<file path="config.mk">
export PLATFORM = sky130hd
export DESIGN_NAME = cfd_mac
export DESIGN_NICKNAME = d
export VERILOG_FILES = /design/src/rtl/cfd_pkg.sv /design/src/rtl/cfd_mac.sv
export SDC_FILE = /design/constraint.sdc
export NUM_CORES = 2
export LEC_CHECK = 0
export BUFFER_PORTS_ARGS = -buffer_cell sky130_fd_sc_hd__buf_2
export CAP_MARGIN = 20
export CORE_MARGIN = 2
export CORE_UTILIZATION = 45
export CTS_BUF_LIST = sky130_fd_sc_hd__clkbuf_4 sky130_fd_sc_hd__clkbuf_8
export CTS_CLUSTER_SIZE = 12
export DETAILED_ROUTE_END_ITERATION = 12
export PLACE_DENSITY = 0.67
export SYNTH_ARGS = -nofsm -noshare
export SYNTH_HDL_FRONTEND = slang
export SYNTH_SLANG_ARGS = --single-unit
</file>
<file path="constraint.sdc">
create_clock -name clock -period 11.1 [get_ports clock]
set_input_delay 1.665 -clock clock [delete_from_list [all_inputs] [get_ports clock]]
set_output_delay 1.665 -clock clock [all_outputs]
set_load 0.02 [all_outputs]
</file>
<file path="src/rtl/cfd_pkg.sv">
// Shared types and constants for the complex decimating FIR filter.
// No dependencies; every other file of the block but cfd_stream_if imports this package.
package cfd_pkg;

   // sample and coefficient format: Q1.15
   localparam int SAMPLE_BITS = 16;
   localparam int FRAC_BITS   = SAMPLE_BITS - 1;

   // configuration port
   localparam int CSR_INDEX_BITS = 2;
   localparam int CSR_DATA_BITS  = 9;
   localparam logic [CSR_INDEX_BITS-1:0] CSR_DECIMATION  = 2'd0;
   localparam logic [CSR_INDEX_BITS-1:0] CSR_TAPS_IN_USE = 2'd1;

   // request function codes
   localparam logic FUNC_SAMPLE    = 1'b0;
   localparam logic FUNC_TAP_WRITE = 1'b1;

   typedef struct packed {
      logic                          func;
      logic signed [SAMPLE_BITS-1:0] sample_i;
      logic signed [SAMPLE_BITS-1:0] sample_q;
      logic [5:0]                    tap_index;
      logic signed [SAMPLE_BITS-1:0] tap_value;
   } req_payload_type;

   typedef struct packed {
      logic signed [SAMPLE_BITS-1:0] out_i;
      logic signed [SAMPLE_BITS-1:0] out_q;
      logic                          saturated;
   } rsp_payload_type;

   typedef struct packed {
      logic [CSR_INDEX_BITS-1:0] index;
      logic [CSR_DATA_BITS-1:0]  data;
   } csr_payload_type;

   // one complex history entry
   typedef struct packed {
      logic signed [SAMPLE_BITS-1:0] i;
      logic signed [SAMPLE_BITS-1:0] q;
   } sample_type;

   // controls shared by every cell of the row
   typedef struct packed {
      logic shift_hist;
      logic load_taps;
      logic shift_taps;
   } cell_ctl_type;

   // controls of the multiply-accumulate unit
   typedef struct packed {
      logic clear;
      logic gate;
   } mac_ctl_type;

endpackage

</file>
<file path="src/rtl/cfd_mac.sv">
// Complex multiply-accumulate at the head of the cell row, with rounding and
// saturation of the final sums. Depends on cfd_pkg.
module cfd_mac #(
   parameter int ACC_BITS = 40
) (
   input  logic                                   clock,
   input  cfd_pkg::mac_ctl_type                   ctl,
   input  logic signed [cfd_pkg::SAMPLE_BITS-1:0] tap,
   input  cfd_pkg::sample_type                    smp,
   output cfd_pkg::rsp_payload_type               result
);
   import cfd_pkg::*;

   localparam int PW = 2 * SAMPLE_BITS;
   localparam int EW = (ACC_BITS > PW) ? ACC_BITS : PW;
   localparam int QW = ACC_BITS + 1;
   localparam int SMAX = (1 << (SAMPLE_BITS - 1)) - 1;

   logic signed [PW-1:0]       mult_i, mult_q;
   logic signed [PW-1:0]       prod_i_ff, prod_q_ff, prod_i_in, prod_q_in;
   logic signed [EW-1:0]       ext_i, ext_q;
   logic signed [ACC_BITS-1:0] acc_i_ff, acc_q_ff, acc_i_in, acc_q_in;
   logic [SAMPLE_BITS:0]       fin_i, fin_q;

   // round half up by FRAC_BITS, saturate; msb of the result is the clip flag
   function automatic logic [SAMPLE_BITS:0] finish(input logic signed [ACC_BITS-1:0] acc);
      logic signed [ACC_BITS-1:0] sr;
      logic signed [QW-1:0]       q;
      logic signed [QW-1:0]       hi;
      logic signed [QW-1:0]       lo;
      logic [SAMPLE_BITS:0]       res;
      sr = acc >>> FRAC_BITS;
      q  = QW'(sr) + QW'(acc[FRAC_BITS-1]);
      hi = QW'(SMAX);
      lo = QW'(-SMAX - 1);
      if (q > hi) begin
         res = {1'b1, SAMPLE_BITS'(SMAX)};
      end else if (q < lo) begin
         res = {1'b1, SAMPLE_BITS'(-SMAX - 1)};
      end else begin
         res = {1'b0, q[SAMPLE_BITS-1:0]};
      end
      return res;
   endfunction

   // product stage
   assign mult_i    = $signed(tap) * $signed(smp.i);
   assign mult_q    = $signed(tap) * $signed(smp.q);
   assign prod_i_in = ctl.gate ? mult_i : '0;
   assign prod_q_in = ctl.gate ? mult_q : '0;

   // accumulate stage, wraps modulo 2^ACC_BITS
   assign ext_i    = EW'(prod_i_ff);
   assign ext_q    = EW'(prod_q_ff);
   assign acc_i_in = ctl.clear ? '0 : acc_i_ff + ext_i[ACC_BITS-1:0];
   assign acc_q_in = ctl.clear ? '0 : acc_q_ff + ext_q[ACC_BITS-1:0];

   always_ff @(posedge clock) begin
      prod_i_ff <= prod_i_in;
      prod_q_ff <= prod_q_in;
      acc_i_ff  <= acc_i_in;
      acc_q_ff  <= acc_q_in;
   end

   // final rounding of both components
   assign fin_i = finish(acc_i_ff);
   assign fin_q = finish(acc_q_ff);

   assign result.out_i     = fin_i[SAMPLE_BITS-1:0];
   assign result.out_q     = fin_q[SAMPLE_BITS-1:0];
   assign result.saturated = fin_i[SAMPLE_BITS] | fin_q[SAMPLE_BITS];

endmodule

</file>
# Yosys cells after proc, flatten, opt, wreduce, memory -nomap -nowiden
# Cells that the tools add are included.
[classes]
addsub = 4
multipliers = 2
order_cmp = 4
n_mux = 4
n_bitwise = 1
[op_table]
columns = ["op", "n"]
rows = [
  ["$add A40 B40 Y40", 2],
  ["$mux W17", 4],
  ["$mul A16 B16 Y32", 2],
  ["$add A25 B2 Y26", 2],
  ["$gt A26 B16 Y1 const B", 2],
  ["$lt A26 B16 Y1 const B", 2],
  ["$or A1 B1 Y1", 1],
]
[totals]
reg_bits = 144
input_bits = 51
out_inout_bits = 33
wordCells = 19

# Depth between registers and ports, before layout
[depth]
ltp_word = 5
ltp_mapped = 26
ltp_nobuf = 24

# Worst setup path after synthesis
# Ideal clock, no wire load.
[synth_path]
path_kind = "input-to-reg"
from = "input port smp[1] (netlist name)"
to = "register prod_q_ff[30]"
setup_time_ns = 0.116
arrival_ns = 7.714
required_ns = 10.984
path_slack_ns = 3.270
path_stages = 22
path_buffers = 2
path_cell_list = "clkbuf_1 -> nand2_1 -> inv_1 -> fa_1 -> fa_1 -> fa_1 -> fa_1 -> fa_1 -> inv_1 -> fa_1 -> inv_1 -> ha_1 -> buf_6 -> a21o_1 -> a21o_1 -> or4b_1 -> nand2_1 -> a21oi_1 -> a41o_1 -> o31a_1 -> or3_1 -> and3_1"
[synth_between]
elab_chain_len = 1
[synth_lines]
columns = ["item", "line", "rtl"]
rows = [
  ["from (decl)", "cfd_mac.sv:9", "input cfd_pkg::sample_type smp,"],
  ["$mul A16 B16 Y32", "cfd_mac.sv:48", "assign mult_q = $signed(tap) * $signed(smp.q);"],
  ["to (signal assigned)", "cfd_mac.sv:60", "prod_q_ff <= prod_q_in;"],
  ["to (decl)", "cfd_mac.sv:20", "logic signed [PW-1:0] prod_i_ff, prod_q_ff, prod_i_in, prod_q_in;"],
]
# No other way between the ends.
# A chain may end at the register's enable or synchronous reset.

# Final worst setup path
[layout_path]
from = "input port tap[15] (netlist name)"
to = "register prod_q_ff[31]"
[layout_between]
elab_chain_len = 1
[layout_lines]
columns = ["item", "line", "rtl"]
rows = [
  ["from (decl)", "cfd_mac.sv:8", "input logic signed [cfd_pkg::SAMPLE_BITS-1:0] tap,"],
  ["$mul A16 B16 Y32", "cfd_mac.sv:48", ""],
]
# No other way between the ends.

==> results.md <==
* CP Data Required Time at 11.52 ns
* Prevailing post-synth register cell: dfxtp_1
* DR iter-0 viols at ~1200
* Relative max-transition margin at 0.444
* Die span in x at 257 um
* Total routed wirelength at approximately 63000 um
* I/O Buffers at 83
* Ratio of routed vias to standard cells at 5.18
* Count of unique library cells instantiated by Yosys at 81
* Overflow left after global routing at 0
* Clock latency on the worst-skew pair at approximately 0.52 ns
* Std-Cell Core Area at ~63000 um2
* Run status: complete, no violations
* Synthesized net count at just over 4000
* Max-capacitance violation count at 0
* Worst Slack Setup Final at approximately 3.0 ns
* First-pass GRT wire length at about 110000 um
* CTS Root Buffer Type: clkbuf_8
* Mean instance size in the synthesized netlist at roughly 8.8 um2
* Max Clock Skew at just over 0.01 ns
* Starting density of the core at 0.455
* Pre-antenna DRT Iters at 5
* Sequential share of the synthesized area at 0.100
* Crit Path Class: in -> reg
* Summed negative setup slack over all endpoints at 0 ns
* Number of I/O pins at 84
* Number of instances in the synthesized netlist at around 3300
* Cell type group with the largest total delay on the critical path: adder cells
* Die Span Y at 257 um
* Clock sink count at 144
* CP max stage cell: fa_1
* Final worst-path cycle share at 0.726
* Syn Std Cell Area at about 29000 um2
* Hpwl dp at 51300 um
* YS warnings at 0
* Worst slack at placement at approximately 2.5 ns
* Critical Path Start Type: input pin
* Arrival time of the worst setup path at 8.48 ns
* Most common cell type on the critical path: fa_1
* Design area at slightly above 30000 um2
* CTS clk-pin slew, worst paths at ~0.08 ns
* CTS Hold Buffers Added at 0
* Worst hold path class: reg -> reg
* Count of cells resized by post-cts repair at 0
* Area delta synth->final at 5.01%
* Achievable Freq at approximately 0.12 GHz
* Final net count at between 4000 and 5000
* Number of register bits inferred by synthesis at between 100 and 150
* Overall die area at between 60000 and 70000 um2
* Worst path bufs/invs at 4
* Via count at around 21000
* Critical-path cell list: buf_2 > nand2_1 > inv_1 > fa_1 > fa_1 > fa_1 > fa_1 > fa_1 > inv_1 > fa_1 > inv_1 > ha_1 > a21o_1 > a21o_1 > a221o_1 > a2111oi_0 > o41a_1 > o21bai_1 > a21oi_1 > xnor2_1 > and2_1
* Placement Cell Area at 29800 um2
* Time the final worst path needs with I/O delays and setup at 8.06 ns
* Final Hold Fails at 0
* Number of rows in the core area at slightly above 90
* Max-slew violation total from the final report at 0
* Number of H-tree levels at 4
* Routed Antenna Nets at 0
* Ys async rst share at 0
* Worst Max-Slew Pin Slew at about 0.83 ns
* CTS tree: done
* Critical path capture point type: flop
* Number of clock buffers inserted by TritonCTS at 17
* # Post-CTS Setup Buffers at 0
* Average wire length per cell after detail routing at 15.4 um
* EDFF count, synth at 0
* Maximum fanout along the worst path at 32
* Antenna violations before repair at 4
* Maximum count of clock buffers along a single path at 2
* Final weighted congestion of routability-driven global placement at between 0.8 and 0.9
* Final setup vio count at 0
* Ratio of cells with drive above 1 in the final layout at 0.0479
* Fillers at 6131
* Vias in the first global route at roughly 22000
* Aggregate global-route resource usage at 0.204
* Remaining design rule violation count at 0
* Max incr delay on CP at a little under 0.9 ns
* Setup repair after global routing missed its margin: false
* Maximum number of pins on one net before global-route repair at 72
worst reg2reg max path, delay by kind of cell, from the launching register on:
| family | cells | cell delay [ns] |
|---|---|---|
| AOI/OAI and AO/OA | 7 | 1.93 |
| adders and majority gates | 2 | 0.58 |
| muxes | 1 | 0.39 |
| DFF | 1 | 0.32 |
| and+or+nand+nor | 1 | 0.20 |
| buffers and inverters | 1 | 0.07 |
stage by stage:
step / std cells / hold slack, ns / util
2_1_floorplan: 3280 / 0.524 / -
3_3_place_gp: 4095 / 0.535 / 0.471
3_5_place_dp: 4095 / 0.547 / 0.471
4_1_cts: 4126 / 0.567 / 0.478
5_1_grt: 4128 / 0.601 / 0.478
6_report: 4128 / 0.563 / 0.478
Yosys cell counts (67+ instances only):
master    number  area share
and2_1       299       0.065
dfxtp_1      144        0.10
nand2_1      324       0.042
ha_1         246        0.11
xor2_1        67       0.020
inv_1        625       0.082
o21ai_0       90       0.016
xnor2_1       91       0.028
nor2_1       176       0.023
clkbuf_1     111       0.014
fa_1         526        0.37
a21oi_1      121       0.021
metal layers:
metal  wire (um)  up-vias  GRT usage
met5          33        -          0
met1       31400    10700      0.305
li1            -    10200          -
met2       28600      406      0.321
met3        2720       41     0.0232
met4         656        4     0.0388
flip-flops by register name, summed over array words and instances, names as in the netlist:
name and count:
prod_q_ff 32, acc_i_ff 40, prod_i_ff 32, acc_q_ff 40
logic make-up (layout without fill, tap and decap cells):
family	Yosys count	after routing	share of synthesized area
AND/OR/NAND/NOR	1007	1007	0.176
adder cells (fa/ha/maj)	772	772	0.473
buffers and inverters	742	742	0.0979
AO/OA/AOI/OAI	453	453	0.103
XOR/XNOR	158	158	0.0481
flip-flops	144	144	0.100
multiplexers	4	4	0.00157
other	0	2	0
layout make-up:
class                   instances  area, um2  share of cell area
multi-input cells            2394      23100               0.764
well taps                     846       1060              0.0350
repair buffers                 86        438              0.0145
flip-flops and latches        144       2880              0.0954
inverters                     625       2350              0.0777
diodes                          2       5.00            0.000166
clock inverters                12        161             0.00534
clock buffers                  19        249             0.00824
layout by cell type (no fill, tap or decap), types with 19 or more instances in the layout:
| master | netlist | layout |
|---|---|---|
| nand3_1 | 37 | 37 |
| a21o_1 | 66 | 66 |
| nand2_1 | 324 | 324 |
| xnor2_1 | 91 | 91 |
| dfxtp_1 | 144 | 144 |
| nand4_1 | 21 | 21 |
| nand2b_1 | 19 | 19 |
| nor3_1 | 23 | 23 |
| xor2_1 | 67 | 67 |
| and3_1 | 23 | 23 |
| o21ai_0 | 90 | 90 |
| and2_1 | 299 | 299 |
| o21a_1 | 27 | 27 |
| fa_1 | 526 | 526 |
| buf_2 | 1 | 83 |
| ha_1 | 246 | 246 |
| nor2_1 | 176 | 176 |
| a21oi_1 | 121 | 121 |
| nor2b_1 | 21 | 21 |
| inv_1 | 625 | 625 |
| o21bai_1 | 21 | 21 |
worst paths after layout:
check / start / to / slack [ns] / cells after the start
max: tap[15] / prod_q_ff[31] / 3.04 / 21
min reg2reg: acc_i_ff[0] / acc_i_ff[0] / 0.56 / 2
max reg2reg: prod_q_ff[0] / acc_q_ff[38] / 7.50 / 12
min: acc_i_ff[0] / acc_i_ff[0] / 0.56 / 2
Power is left out: the tool's default activity adds up to more than one toggle a clock period on the data nets, which glitch-free logic cannot reach.
