`config.mk`:
```
export PLATFORM = sky130hd
export DESIGN_NAME = cfd_cell
export DESIGN_NICKNAME = d
export VERILOG_FILES = /design/src/rtl/cfd_pkg.sv /design/src/rtl/cfd_cell.sv
export SDC_FILE = /design/constraint.sdc
export NUM_CORES = 1
export LEC_CHECK = 0
export BUFFER_PORTS_ARGS = -buffer_cell sky130_fd_sc_hd__buf_2
export CAP_MARGIN = 10
export CORE_MARGIN = 1
export CORE_UTILIZATION = 35
export DETAILED_ROUTE_END_ITERATION = 16
export GPL_ROUTABILITY_DRIVEN = 0
export PLACE_DENSITY = 0.61
export SYNTH_ARGS = -nofsm -noshare
export SYNTH_HDL_FRONTEND = slang
export SYNTH_SLANG_ARGS = --single-unit
```
`constraint.sdc`:
```
create_clock -name clock -period 1.7 [get_ports clock]
set_input_delay 0.51 -clock clock [delete_from_list [all_inputs] [get_ports clock]]
set_output_delay 0.51 -clock clock [all_outputs]
set_load 0.05 [all_outputs]
```
`src/rtl/cfd_pkg.sv`:
```
// Shared types and constants for the complex decimating FIR filter.
// No dependencies; every other file of the block but cfd_stream_if imports this package.
package cfd_pkg;

   // sample and coefficient format: Q1.15
   localparam int SAMPLE_BITS = 16;
   localparam int FRAC_BITS   = SAMPLE_BITS - 1;

   // configuration port
   localparam int CSR_INDEX_BITS = 2;
   localparam int CSR_DATA_BITS  = 9;
   localparam logic [CSR_INDEX_BITS-1:0] CSR_DECIMATION  = 2'd0;
   localparam logic [CSR_INDEX_BITS-1:0] CSR_TAPS_IN_USE = 2'd1;

   // request function codes
   localparam logic FUNC_SAMPLE    = 1'b0;
   localparam logic FUNC_TAP_WRITE = 1'b1;

   typedef struct packed {
      logic                          func;
      logic signed [SAMPLE_BITS-1:0] sample_i;
      logic signed [SAMPLE_BITS-1:0] sample_q;
      logic [5:0]                    tap_index;
      logic signed [SAMPLE_BITS-1:0] tap_value;
   } req_payload_type;

   typedef struct packed {
      logic signed [SAMPLE_BITS-1:0] out_i;
      logic signed [SAMPLE_BITS-1:0] out_q;
      logic                          saturated;
   } rsp_payload_type;

   typedef struct packed {
      logic [CSR_INDEX_BITS-1:0] index;
      logic [CSR_DATA_BITS-1:0]  data;
   } csr_payload_type;

   // one complex history entry
   typedef struct packed {
      logic signed [SAMPLE_BITS-1:0] i;
      logic signed [SAMPLE_BITS-1:0] q;
   } sample_type;

   // controls shared by every cell of the row
   typedef struct packed {
      logic shift_hist;
      logic load_taps;
      logic shift_taps;
   } cell_ctl_type;

   // controls of the multiply-accumulate unit
   typedef struct packed {
      logic clear;
      logic gate;
   } mac_ctl_type;

endpackage

```
`src/rtl/cfd_cell.sv`:
```
// One cell of the filter row: a history entry, its coefficient and a working
// coefficient that walks towards the head of the row. Depends on cfd_pkg.
module cfd_cell (
   input  logic                                   clock,
   input  logic                                   reset,
   input  cfd_pkg::cell_ctl_type                  ctl,
   input  logic                                   tap_wr,
   input  logic signed [cfd_pkg::SAMPLE_BITS-1:0] tap_wdata,
   input  cfd_pkg::sample_type                    hist_in,
   input  logic signed [cfd_pkg::SAMPLE_BITS-1:0] tapw_in,
   output cfd_pkg::sample_type                    hist_out,
   output logic signed [cfd_pkg::SAMPLE_BITS-1:0] tapw_out
);
   import cfd_pkg::*;

   sample_type                    hist_ff, hist_in_d;
   logic signed [SAMPLE_BITS-1:0] tap_ff, tap_in;
   logic signed [SAMPLE_BITS-1:0] tapw_ff, tapw_in_d;

   // next values: history shifts or rotates, coefficient written by request, working coefficient loaded or shifted
   always_comb begin
      hist_in_d = ctl.shift_hist ? hist_in : hist_ff;
      tap_in    = tap_wr ? tap_wdata : tap_ff;
      if (ctl.load_taps) begin
         tapw_in_d = tap_ff;
      end else if (ctl.shift_taps) begin
         tapw_in_d = tapw_in;
      end else begin
         tapw_in_d = tapw_ff;
      end
   end

   always_ff @(posedge clock) begin
      if (reset) begin
         hist_ff <= '0;
         tap_ff  <= '0;
      end else begin
         hist_ff <= hist_in_d;
         tap_ff  <= tap_in;
      end
      tapw_ff <= tapw_in_d;
   end

   assign hist_out = hist_ff;
   assign tapw_out = tapw_ff;

endmodule

```
Word-level counts from Yosys, hierarchy flattened
Index checks and enable logic that the tools add are counted.
{"block": "word_totals", "regBits": 64, "in_bits": 70, "output_inout_bits": 48, "elab_cells": 7}
{"block": "op_classes", "mux": 2, "reduce_logical": 1}
{"cell": "16-bit 2-to-1 mux", "count": 2}
{"cell": "2-bit nonzero test", "count": 1}

Longest topological paths before layout
Gate-level depths: netlist (run 1).
{"block": "depth", "ltp_word": 2, "mapped_depth": 4, "depth_no_buf": 2}

Worst setup path before layout (run 1)
No wires, ideal clock.
{"block": "synth_timing", "path_type": "input-to-reg", "from": "input port ctl[1] (netlist bit)", "to": "register tapw_ff[0], in the netlist tapw_out[0], enable pin", "setup_time_ns": 0.373, "arrival_ns": 1.178, "required_ns": 1.327, "setup_slack_ns": 0.149, "stages": 3, "path_buffers": 2, "path_cell_list": "buf_6 buf_12 or2_1"}
{"block": "synth_between", "elab_chain_cells": 1}
{"element": "from (decl)", "line_no": "cfd_cell.sv:6", "text": "input cfd_pkg::cell_ctl_type ctl,"}
{"element": "2-bit nonzero test (no line)"}
{"element": "to (signal assigned)", "line_no": "cfd_cell.sv:41", "text": "tapw_ff <= tapw_in_d;"}
{"element": "to (decl)", "line_no": "cfd_cell.sv:18", "text": "logic signed [SAMPLE_BITS-1:0] tapw_ff, tapw_in_d;"}
Every way passes these cells.
A chain may end at the register's enable or synchronous reset.

Worst setup path in the final report (run 1)
{"block": "layout_timing", "from": "register tapw_ff[13], in the netlist tapw_out[13]", "to": "output port tapw_out[13] (netlist bit)"}
{"element": "to (decl)", "line_no": "cfd_cell.sv:12", "text": "output logic signed [cfd_pkg::SAMPLE_BITS-1:0] tapw_out"}
No word-level cell between the ends.

==> key figures, run 1 <==
Outcome
  • Run status: finished, final reports clean

Logic synthesis
  • Most common flop cell mapped by yosys: dfxtp_1
  • Netlist Area Pre-Place: around 2500 µm²
  • Syn_nets: between 200 and 300
  • Synth area leaders: dfxtp_1 39%, mux2i_1 20%, edfxtp_1 20%, nor2_1 7.3%, mux2_4 5.5%
  • Synth cell count leaders: 48 x dfxtp_1, 48 x mux2i_1, 48 x nor2_1
  • Dominant cell type by area after synthesis: dfxtp_1
  • Ys Warns: 0
  • Synth unique cells: 13
  • #FFs+latches synth: 64
  • Top-area cell type share of the netlist area: about two fifths
  • Post-synthesis cell count: 190
  • Post-synth EDFFs: 16
  • Share of flip-flops with an asynchronous set or reset: 0%
  • Mean Syn Cell Area: roughly 13 µm²
  • Sequential area share after synthesis: about three fifths

Pwr
  • Sw Ratio: around 29%
  • Comb power frac: a little under a fifth
  • Clk pwr share: 34.2%
  • Leak: between 1.5 and 2 nW
  • Worst ir drop on vdd: around 450 µV
  • Pwr/cell area: 1100 nW/µm²
  • Sw power: around 0.0011 W
  • Pint: 0.00256 W
  • Seq pwr share: a little under half

Layout
  • Fillers: 651
  • Layout cell share with drive strength beyond 1: 48.4%
  • Post-layout util: around half
  • Layout Cells excl Fill: around 400
  • Nets: 381
  • Fin area: about 3300 µm²
  • Antenna cells: 0
  • Syn-to-layout area delta: 33.8%

Clock tree
  • Post-cts resize count: 0
  • Clock tree buffer depth: 2
  • Total CTS buffers: 9
  • H-tree depth: 3
  • Hold buffers post-CTS: 0
  • Worst-path clk slew: 0.08 ns
  • Clock latency on the worst-skew pair: 0.33 ns
  • CTS tree: done
  • Post-CTS Setup Bufs: 0
  • Root buf cell: clkbuf_8
  • Sink Count: 64

Min path
  • Hold_sp: hist_in[13]
  • HP Class: input port to register

GRT
  • Total GRT Usage: roughly 14%
  • Vias in the first global route: roughly 1.7k
  • First-pass GRT wire length: 7960 µm
  • Largest net degree at the start of global routing: 33
  • Initial antenna violation count: 0
  • Total grt overflow: 0

Placement
  • Placed cell count: roughly 400
  • Placed instance area: between 3000 and 4000 µm²
  • Dpl hpwl: between 3000 and 4000 µm
  • Port bufs: roughly 120
  • Pre-CTS WS: around 0.14 ns

STA
  • Finish-stage setup viols: 0
  • RSZ-0062 raised after global routing: false
  • Slew headroom: 55.6%
  • Max-slew violations: 0
  • Actual slew at the worst max-slew pin: 0.665 ns
  • Post-layout minimum cycle time: 1.46 ns
  • Setup TNS: 0 ns
  • Clock Skew: 0.00467 ns
  • Final period util: between 80% and 90%
  • Final WS setup: 0.237 ns
  • Final Hold Vio Count: 0
  • Fmax: between 600 and 700 MHz

Worst setup path
  • Worst Setup SP: tapw_out[13]
  • Cell-by-cell trace of the critical path: buf_2
  • Critical Path AT: around 0.95 ns
  • Buffers & Inverters on Critical Path: 1
  • Element type at the critical path start: register
  • Setup slack, reg-to-reg: 0.89 ns
  • Critical Path Max Stage Delay: ~0.40 ns
  • Type of the worst setup path: register to primary output
  • CP max FO: 1
  • Worst path slowest cell: edfxtp_1
  • Critical path capture point type: primary output
  • Top delay family on crit path: flip-flops
  • Worst EP required: 1.19 ns
  • RR Startpoint: tap_ff[0]

Drt
  • Drt drc: 0
  • Final wirelength: slightly above 5000 µm
  • Drt wl/cell: roughly 12 µm
  • Antenna-violating nets left: 0
  • Vias per Instance: about 4.3
  • Vias: about 1.8k
  • Drt first pass iters: 3
  • Initial DRC Count: 31

Floorplanning
  • Initial core utilization: a little over a third
  • Top Ports: ~120
  • Site row count: 30
  • Chip height: 85.8 µm
  • Die Span X: around 86 µm
  • Die ar.: roughly 7400 µm²
  • Core ar.: between 6000 and 7000 µm²

Flow run
  • Max cap viols: 0
[worst paths after layout]
check             cells after the start      endpoint
setup reg to reg                      1   tapw_out[0]
hold reg to reg                       2  hist_out[28]
hold / removal                        3  hist_out[13]
setup / recovery                      1  tapw_out[13]
[per-layer routing]
| metal | GRT usage [%] | wire length [µm] | up-vias |
|---|---|---|---|
| li1 | - | - | 886 |
| met1 | 16.8 | 2180 | 825 |
| met2 | 23.3 | 2470 | 61 |
| met3 | 3.66 | 239 | 13 |
| met4 | 9.70 | 148 | 0 |
| met5 | 0 | 0 | - |
[cells in the final DEF, fill, tap and decap left out]
master        n
or2_1         1
bufinv_16     1
clkbuf_8      9
clkinv_1      2
clkinv_2      2
mux2_2        7
buf_4         4
edfxtp_1     16
buf_2       117
mux2i_1      48
mux2_4        9
buf_12        2
nor2_1       48
clkinvlp_4    2
dfxtp_1      48
[through the flow]
stage,power [W],hold WS [ns]
floorplan,0.00224,0.454
global route,0.00378,0.399
CTS,0.00367,0.396
finish,0.00361,0.406
detailed placement,0.00242,0.477
global placement,0.00241,0.466
[area by class of cell]
type                       count  area [µm²]  area share [%]
clock buffer                   9         124            3.77
multi-input combinational    113         881            26.8
tap                           96         120            3.66
timing repair buffer         123         656            20.0
clock inverter                 7        62.6            1.90
sequential                    64        1440            43.9
[power groups by stage]
stage / Combinational, W / Sequential (W) / Clock [W]
2_1_floorplan: 0.000212 / 0.00203 / 0
3_3_place_gp: 0.000665 / 0.00174 / 0
3_5_place_dp: 0.000672 / 0.00174 / 0
4_1_cts: 0.000673 / 0.00171 / 0.00128
5_1_grt: 0.000707 / 0.00172 / 0.00135
6_report: 0.000665 / 0.00171 / 0.00124
[state kept, by name, indices dropped and copies added (netlist names)]
signal	flops
tapw_out	16
hist_out	32
tap_ff	16
[cell families (layout without fill, tap and decap cells)]
logic type | after synthesis | after routing | share of synthesized area (%)
buffers and inverters | 13 | 139 | 5.40
flip-flops | 64 | 64 | 58.7
multiplexers | 64 | 64 | 28.3
AND/OR/NAND/NOR | 49 | 49 | 7.59
Note: power is estimated with default switching activity, not from simulation.
==> run 2, diff against run 1 <==
Settings changed: ABC_AREA from default to 1, BUFFER_PORTS_ARGS -buffer_cell sky130_fd_sc_hd__buf_2 to -buffer_cell sky130_fd_sc_hd__clkbuf_2, PLACE_DENSITY 0.61 to 0.6.
==> run 2 against run 1 <==
Net effect: synthesized cell count rose by 96%; first-iteration DRC count rose by 120%; clock skew rose by 0.00088 ns; highest routed layer unchanged; die area rose by 10%; core utilization fell by 1.3 points; area after synthesis rose by 10%; worst setup slack got worse by 0.017 ns; routed wire length rose by 4.6%; cell area rose by 5.6%; combinational power rose by 8.0%; critical path type unchanged; clock power fell by 7%; maximum frequency fell by 1.2%; largest power group unchanged.
==> key figures, run 2 <==
Logic synthesis
  • Mean Syn Cell Area: a little over 7 µm²
  • Netlist Area Pre-Place: 2710 µm²
  • Post-synthesis cell count: between 300 and 400
  • Dominant cell type by area after synthesis: dfxtp_1
  • Syn_nets: between 400 and 500
  • Sequential area share after synthesis: 53.2%
  • Post-synth EDFFs: 16
  • Synth cell count leaders: 144 x nand2_1, 96 x nor2_1, 48 x dfxtp_1, 48 x inv_1, 16 x edfxtp_1
  • #FFs+latches synth: 64
  • Most common flop cell mapped by yosys: dfxtp_1
  • Top-area cell type share of the netlist area: a little over a third
  • Synth area leaders: dfxtp_1 35%, nand2_1 20%, edfxtp_1 18%, nor2_1 13%, inv_1 6.7%
  • Synth unique cells: 10
  • Cell with the most instances after synthesis: nand2_1
  • Share of flip-flops with an asynchronous set or reset: 0%
  • Ys Warns: 0

STA
  • Setup TNS: 0 ns
  • Slew headroom: roughly 62%
  • Finish-stage setup viols: 0
  • Final period util: between 80% and 90%
  • Final Hold Vio Count: 0
  • Post-layout minimum cycle time: approximately 1.5 ns
  • Clock Skew: 0.00555 ns
  • Final WS setup: between 0.2 and 0.25 ns
  • Max-slew violations: 0
  • Fmax: 676 MHz
  • RSZ-0062 raised after global routing: false
  • Actual slew at the worst max-slew pin: roughly 0.57 ns

Worst setup path
  • Cell-by-cell trace of the critical path: clkbuf_2
  • Critical Path AT: between 0.9 and 1 ns
  • Type of the worst setup path: register to primary output
  • Top delay family on crit path: flip-flops
  • CP max FO: 2
  • Worst EP required: 1.19 ns
  • Element type at the critical path start: register
  • Buffers & Inverters on Critical Path: 1
  • Critical path capture point type: primary output
  • Worst path slowest cell: dfxtp_1
  • Critical Path Max Stage Delay: about 0.35 ns

Floorplanning
  • Die Span X: between 80 and 90 µm
  • Chip height: 90.0 µm
  • Top Ports: ~120
  • Site row count: 31
  • Initial core utilization: 36.8%
  • Die ar.: slightly above 8000 µm²
  • Core ar.: around 7400 µm²

Placement
  • Port bufs: 117
  • Pre-CTS WS: roughly 0.35 ns
  • Placed instance area: ~3300 µm²
  • Dpl hpwl: 3830 µm

Drt
  • Vias: 2354
  • Drt wl/cell: ~9 µm
  • Vias per Instance: between 3 and 4
  • Drt drc: 0
  • Final wirelength: ~5300 µm
  • Initial DRC Count: between 60 and 70
  • Drt first pass iters: 4
  • Antenna-violating nets left: 0

Clock tree
  • Post-cts resize count: 0
  • Hold buffers post-CTS: 0
  • Clock latency on the worst-skew pair: roughly 0.33 ns
  • Clock tree buffer depth: 2
  • H-tree depth: 3
  • Total CTS buffers: 9
  • CTS tree: done
  • Root buf cell: clkbuf_8
  • Sink Count: 64
  • Post-CTS Setup Bufs: 0
  • Worst-path clk slew: approximately 0.07 ns

GRT
  • Vias in the first global route: between 2k and 2.5k
  • Largest net degree at the start of global routing: just under 50
  • First-pass GRT wire length: 9170 µm
  • Total GRT Usage: ~14%
  • Total grt overflow: 0
  • Initial antenna violation count: 0

Layout
  • Nets: approximately 560
  • Fin area: between 3000 and 4000 µm²
  • Syn-to-layout area delta: 28.0%
  • Max FFs per register: 32
  • Antenna cells: 0
  • Most common cell after layout, fill and taps aside: nand2_1
  • Layout cell share with drive strength beyond 1: 28.3%
  • Most frequent cells in the layout: 144 x nand2_1, 117 x clkbuf_2, 96 x nor2_1, 48 x inv_1, 48 x dfxtp_1

Outcome
  • Run status: finished, final reports clean

Min path
  • HP Class: input port to register

Flow run
  • Max cap viols: 0

Pwr
  • Worst ir drop on vdd: approximately 390 µV
  • Leak: a little over 2 nW
  • Pwr/cell area: 1040 nW/µm²
==> run 2: cell count changes after synthesis, moves of 2 or more <==
| cell | previous run | this run |
|---|---|---|
| nand2_1 | 0 | 144 |
| inv_1 | 0 | 48 |
| mux2i_1 | 48 | 0 |
| nor2_1 | 48 | 96 |
| buf_6 | 2 | 12 |
| mux2_4 | 9 | 0 |
| mux2_2 | 7 | 0 |
| buf_8 | 4 | 0 |
| buf_4 | 1 | 3 |
| clkbuf_1 | 2 | 0 |
| inv_2 | 0 | 2 |
==> run 2: per-stage QoR <==
step                      power, W  hold slack (ns)  std cells  utilization (%)
after floorplan            0.00231            0.449        373                -
after global placement     0.00248            0.458        575             44.6
after detailed placement   0.00249            0.462        575             44.6
after CTS                  0.00366            0.422        591             47.1
after global routing       0.00380            0.424        591             47.1
final                      0.00360            0.444        591             47.1
==> run 2: layout make-up <==
class                   instances  area (µm²)
fillers                       781        3900
clock inverters                 6        42.5
flip-flops and latches         64        1440
clock buffers                  10         138
inverters                      50         188
multi-input cells             241         907
repair buffers                121         628
well taps                      99         124
==> run 2: cell families after synthesis <==
logic type             Yosys count  share of synthesized area [%]
buffers and inverters           68                           13.3
flip-flops                      64                           53.2
AND/OR/NAND/NOR                241                           33.5
==> run 2: final timing paths <==
path	slack, ns	cells past startpoint	to	start
setup / recovery	0.22	1	hist_out[15]	hist_out[15]
hold reg to reg	0.47	2	hist_out[3]	hist_out[3]
setup reg to reg	1.03	2	tapw_out[0]	tap_ff[0]
hold / removal	0.44	3	tapw_out[12]	tapw_in[12]
==> run 2: metal layers <==
metal / vias up / track usage (%) / part of all wire [%]
met5: - / 0 / 0
met2: 88 / 21.8 / 43
met3: 8 / 5.08 / 8.6
met4: 0 / 6.45 / 1.7
li1: 1305 / - / -
met1: 953 / 17.0 / 47
==> run 2: power by group <==
part	internal, W	switching, W	leakage (nW)
Clock	0.000571	0.000583	0.0869
Combinational	0.000200	0.000517	1.37
Sequential	0.00168	0.0000485	0.570
==> run 3, diff against run 2 <==
Settings changed: CORE_UTILIZATION 35 to 30, PLACE_DENSITY 0.6 to 0.53.
==> run 3 against run 2 <==
Net effect: clock skew rose by 0.0023 ns; highest routed layer unchanged; maximum frequency rose by 0.17%; core utilization fell by 6.9 points; non-clock buffer count did not move.
==> key figures, run 3 (synthesis results as in run 2) <==
Min path
  • Hold EP: tapw_out[11]
  • Worst hold stages: 3
  • Hold_sp: tapw_in[11]
  • HP Class: input port to register

Drt
  • Final wirelength: between 5000 and 6000 µm
  • Antenna-violating nets left: 0
  • Drt drc: 0
  • Initial DRC Count: 78
  • Metal1 wirelength: between 2000 and 3000 µm
  • Drt wl/cell: 9.58 µm
  • Highest Signal Layer: met4
  • WL met3: slightly below 500 µm
  • Drt first pass iters: 4
  • Vias per Instance: a little under 4
  • Vias: 2352
  • Metal2 WL: between 2000 and 2500 µm

STA
  • Final period util: 86.9%
  • Final Hold Vio Count: 0
  • Actual slew at the worst max-slew pin: 0.600 ns
  • Finish-stage setup viols: 0
  • RSZ-0062 raised after global routing: false
  • Max-slew violations: 0
  • Min Hold Slack: 0.432 ns
  • Fmax: 677 MHz
  • Clock Skew: 0.00787 ns
  • Slew headroom: roughly three fifths
  • Setup TNS: 0 ns
  • Post-layout minimum cycle time: approximately 1.5 ns
  • Final WS setup: between 0.2 and 0.25 ns

Worst setup path
  • R2r endpoint: tapw_out[4]
  • Setup slack, reg-to-reg: about 1 ns
  • CP max FO: 2
  • Critical path capture point type: primary output
  • Type of the worst setup path: register to primary output
  • RR Startpoint: tap_ff[4]
  • Critical Path AT: 0.97 ns
  • Worst EP required: between 1 and 1.5 ns
  • FF-to-FF path depth: 2
  • Worst path depth: 1
  • Top delay family on crit path: flip-flops
  • Worst Setup SP: hist_out[26]
  • Cell-by-cell trace of the critical path: clkbuf_2
  • Critical Path Max Stage Delay: approximately 0.35 ns
  • Buffers & Inverters on Critical Path: 1
  • Worst path slowest cell: dfxtp_1
  • Element type at the critical path start: register

Pwr
  • Sw power: 0.00114 W
  • Seq pwr share: a little under half
  • Pwr/cell area: between 1000 and 1500 nW/µm²
  • Worst ir drop on vdd: around 390 µV
  • Clk pwr share: roughly a third
  • Leak: between 2 and 2.5 nW
  • Pint: 0.00264 W
  • Sw Ratio: a little under a third
  • Comb power frac: a little under a fifth

GRT
  • First-pass GRT wire length: 9630 µm
  • Total GRT Usage: around 13%
  • Total grt overflow: 0
  • Vias in the first global route: about 2.2k
  • Initial antenna violation count: 0
  • Largest net degree at the start of global routing: 49

Layout
  • Layout cell share with drive strength beyond 1: ~28%
  • Syn-to-layout area delta: 29.2%
  • Antenna cells: 0
  • Most frequent cells in the layout: 144 x nand2_1, 117 x clkbuf_2, 96 x nor2_1, 48 x inv_1, 48 x dfxtp_1
  • Fillers: around 940
  • Most common cell after layout, fill and taps aside: nand2_1
  • Post-layout util: 40.1%
  • Layout Cells excl Fill: 600
  • Nets: ~560
  • Max FFs per register: 32

Outcome
  • Run status: finished, final reports clean

Clock tree
  • Total CTS buffers: 9
  • Worst-path clk slew: ~0.070 ns
  • H-tree depth: 3
  • Post-CTS Setup Bufs: 0
  • CTS tree: done
  • Post-cts resize count: 0
  • Hold buffers post-CTS: 0
  • Clock latency on the worst-skew pair: 0.34 ns
  • Root buf cell: clkbuf_8
  • Clock tree buffer depth: 2
  • Sink Count: 64

Placement
  • Port bufs: between 100 and 150
  • Dpl hpwl: 4050 µm
  • Placed cell count: 584
  • Pre-CTS WS: 0.332 ns

Floorplanning
  • Die Span X: about 97 µm
  • Site row count: 34
  • Initial core utilization: 31.1%
  • Chip height: between 90 and 100 µm
  • Top Ports: around 120
  • Core ar.: between 8000 and 9000 µm²
  • Die ar.: between 9000 and 10000 µm²

Flow run
  • Max cap viols: 0
## run 3: worst max path at each step
stage,to,slack (ns)
6_report,hist_out[26],0.22
5_1_grt,hist_out[4],0.15
4_1_cts,tapw_out[14],0.19
3_5_place_dp,tapw_out[4],0.33
3_3_place_gp,tapw_out[14],0.34
2_1_floorplan,tapw_out[0],0.37
## run 3: power by group through the flow
stage	combinational, W	sequential [W]	clock (W)
floorplan	0.000243	0.00207	0
global placement	0.000726	0.00176	0
detailed placement	0.000732	0.00176	0
CTS	0.000733	0.00173	0.00137
global route	0.000790	0.00174	0.00144
finish	0.000724	0.00173	0.00132
## run 3: cell type report
type	instances	area (µm²)	share of cell area [%]
flip-flops and latches	64	1440	41.2
multi-input cells	241	907	25.9
repair buffers	121	628	17.9
inverters	50	188	5.36
clock buffers	13	159	4.54
well taps	108	135	3.86
clock inverters	3	42.5	1.22
## run 3: worst min-delay path, stage by stage
cell and delay, ns:
clkbuf_2 0.08, nand2_1 0.04, nand2_1 0.04
## run 3: routing by layer
| metal | vias to the layer above | track usage, % |
|---|---|---|
| met5 | - | 0 |
| met4 | 0 | 5.51 |
| met3 | 9 | 5.92 |
| met2 | 81 | 19.6 |
| met1 | 963 | 15.1 |
| li1 | 1299 | - |
## run 3: stage by stage
stage	power [W]	instance area, µm²
global route	0.00397	3500
floorplan	0.00231	2710
detailed placement	0.00250	3300
finish	0.00378	3500
CTS	0.00384	3500
global placement	0.00249	3300
